--- config.mk ---
export PLATFORM = sky130hd
export DESIGN_NAME = c8ie_ram
export DESIGN_NICKNAME = d
export VERILOG_FILES = /design/src/hw/rtl/c8ie_ram.sv
export SDC_FILE = /design/constraint.sdc
export NUM_CORES = 1
export LEC_CHECK = 0
export ABC_AREA = 1
export BUFFER_PORTS_ARGS = -buffer_cell sky130_fd_sc_hd__buf_2
export CAP_MARGIN = 20
export CELL_PAD_IN_SITES_DETAIL_PLACEMENT = 0
export CELL_PAD_IN_SITES_GLOBAL_PLACEMENT = 1
export CORE_MARGIN = 2
export CORE_UTILIZATION = 49
export CTS_CLUSTER_SIZE = 14
export DETAILED_ROUTE_END_ITERATION = 8
export HOLD_SLACK_MARGIN = 0.08
export PLACE_DENSITY_LB_ADDON = 0.1
export SYNTH_ARGS = -nofsm -noshare
export SYNTH_HDL_FRONTEND = slang
export SYNTH_SLANG_ARGS = --single-unit
--- constraint.sdc ---
create_clock -name aclk -period 1.2 [get_ports aclk]
set_input_delay 0.18 -clock aclk [delete_from_list [all_inputs] [get_ports aclk]]
set_output_delay 0.18 -clock aclk [all_outputs]
set_load 0.01 [all_outputs]
--- src/hw/rtl/c8ie_ram.sv ---
`timescale 1ns / 1ps

module c8ie_ram #(
    parameter int WIDTH = 8,
    parameter int DEPTH = 16,
    localparam int AW   = $clog2(DEPTH)
) (
    input  logic             aclk,
    input  logic             we,
    input  logic [AW-1:0]    wa,
    input  logic [WIDTH-1:0] wd,
    input  logic [AW-1:0]    ra,
    output logic [WIDTH-1:0] rd
);

    logic [WIDTH-1:0] mem [DEPTH];

    // One write port and one registered read port.
    always_ff @(posedge aclk) begin
        if (we) begin
            mem[wa] <= wd;
        end
        rd <= mem[ra];
    end

endmodule
==> metrics.yaml <==
critPathKind: "reg2out"
clock_slew_at_reported_path_ffs_ps: 60
dp_hpwl_microns: 8040
ant_nets: 0
timing.clock.skew_ps: 11.0
finish.cell_count_without_fillers: 762
insertion_delay_ps: 410
dieWidth_microns: 112
synthesis.nets: 569
row_count: 39
initial_util_pct: 50.3
path_max_fanout: 1
setup.worst_path.start_class: "flip-flop"
status: "completed"
yosys.area.top_type: "edfxtp_1"
grt_antenna_before_repair: 0
syn-mean-instance-area_sq_um: 10.5
layout-area-overhead-vs-synth_pct: 19.3
dominantRegCellSynth: "edfxtp_1"
placed_cells: 730
post-route-worst-setup-slack_ps: 122
synth-seq-cells: 136
numPortBuffers: 25
floorplan.io_pins: 26
final_net_count: 624
max_freq_mhz: 928
worstHoldPathType: "in2reg"
synth_area_leaders: "edfxtp_1 67%, nand2_1 11%, nand3_1 8.4%"
core_sq_mm: 0.0115
cts.sink_count: 136
floorplan.die_area_sq_mm: 0.0127
crit_path_top_delay_cell: "dfxtp_1"
placement.setup.worst_slack_ps: -99.3
period_needed_ps: 1080
worst_path_dominant_cell_family: "flip-flops"
final.fill_count: 957
grt-ovfl-total: 0
critical_path.max_stage_delay_ps: 350
syn_area_sq_mm: 0.00577
first_pass_grt_wire_length_microns: 20200
slew_limit_fails: 0
cp_cell_sequence: "buf_2"
dr.first_iter.drc_count: 231
synth_cells: 551
drt_pass1_iterations: 8
synth_largest_type_area_fraction_pct: 66.7
ys_warn_count: 0
synth.distinct_cells: 12
post-route-util_pct: 60.0
post_layout_instance_area_sq_mm: 0.00688
num_vias: 3733
setup_repair_after_global_routing_missed_its_margin: "false"
wl_per_cell_microns: 16.8
first_global_vias: 3664
drive_above_1_share_pct: 14.7
grt_max_degree: 53
antenna_cells_inserted: 0
sequential_element_share_of_the_synthesized_area_pct: 69.4
post_cts_sizing: 0
maximum_capacitance_violations: 0
timing.slew.headroom_pct: 74.0
power.static_leakage_nw: 3.02
yosys-top-cells-count: "173 x nand2_1, 128 x edfxtp_1, 100 x inv_1"
crit_buf_inv: 1
post-route-period-util_pct: 89.8
worst_slew_pin_slew_ps: 390
synthArstFlopShare_pct: 0
placed_area_sq_mm: 0.00624
number_of_post_cts_setup_repair_buffers: 0
cts-hold-fix-buffers: 0
clock_path_buffers: 2
p_per_area_mw_per_mm2: 1680
max-vdd-ir-drop_v: 0.000995
cts_tree: "done"
grt_use_total_pct: 21.8
most_used_standard_cell_by_instance_count_after_synthesis: "nand2_1"
signal_arrival_time_at_the_worst_endpoint_ps: 900
residual_drc: 0
ff_latch_area_sq_mm: 0.00400
clk_root_buffer_cell: "clkbuf_16"
hold_viol_final: 0
setup-violations-final: 0
end_kind: "primary output"
cts-buffers-inserted: 17
count_of_flip_flops_with_a_built_in_enable_after_synthesis: 128
clock_tree.htree_level_count: 4
viasPerCell: 4.90
multiInputGateArea_sq_mm: 0.00121
drt-total-wl_microns: 12800
cp.required_ps: 1020
die_h_microns: 112
gp_congestion: 0.803
area by class of cell:
cell class,instances,share of cell area [%]
Sequential cell,136,58.2
Multi-Input combinational cell,289,17.6
Timing Repair Buffer,60,6.73
Clock buffer,19,6.29
Inverter,102,5.57
Clock inverter,13,2.95
Tap cell,143,2.60
final timing paths:
kind / startpoint / to / slack, ps / cells after the start
min: ra[3] / rd[6] / 110 / 3
max reg2reg: mem[3][7] / rd[7] / 200 / 6
min reg2reg: mem[12][5] / rd[5] / 670 / 6
max: rd[4] / rd[4] / 120 / 1
per-stage QoR:
stage	total power [mW]	hold WS [ps]	TNS, ps
2_1_floorplan	5.82	279	0
3_3_place_gp	6.15	545	-270
3_5_place_dp	6.16	541	-450
4_1_cts	11.7	99.8	0
5_1_grt	11.9	127	0
6_report	11.6	113	0
per-layer routing:
| metal | wire [microns] | GRT usage (%) | up-vias | share of wire, % |
|---|---|---|---|---|
| met4 | 196 | 7.89 | 0 | 1.5 |
| met2 | 6410 | 35.8 | 95 | 50 |
| met5 | 0 | 0 | - | 0 |
| met3 | 760 | 4.75 | 12 | 5.9 |
| met1 | 5440 | 28.9 | 1746 | 42 |
| li1 | - | - | 1880 | - |
cells by family (layout without fill, tap and decap cells):
logic type | after synthesis | after routing | share of synthesized area (%)
AND/OR/NAND/NOR | 289 | 289 | 21.0
flip-flops | 136 | 136 | 69.4
buffers and inverters | 126 | 194 | 9.52
placed cells by master, fill, tap and decap left out, types with 4 or more instances in the layout:
master        n
buf_12        6
clkinvlp_4    4
nand2_1     173
buf_4        29
clkbuf_16    17
buf_2        25
bufinv_16     5
edfxtp_1    128
nand3_1      97
dfxtp_1       8
nor2_1       17
inv_1       100
flip-flops by register name, indices dropped and copies added (netlist names):
| register | count |
|---|---|
| mem | 128 |
| rd | 8 |
power by group:
part           total [mW]  switching, mW  internal, mW
sequential           5.35         0.0332          5.31
combinational       0.715          0.473         0.241
clock                5.51           1.84          3.67
total                11.6           2.35          9.22
(Power assumes the default switching activity.)
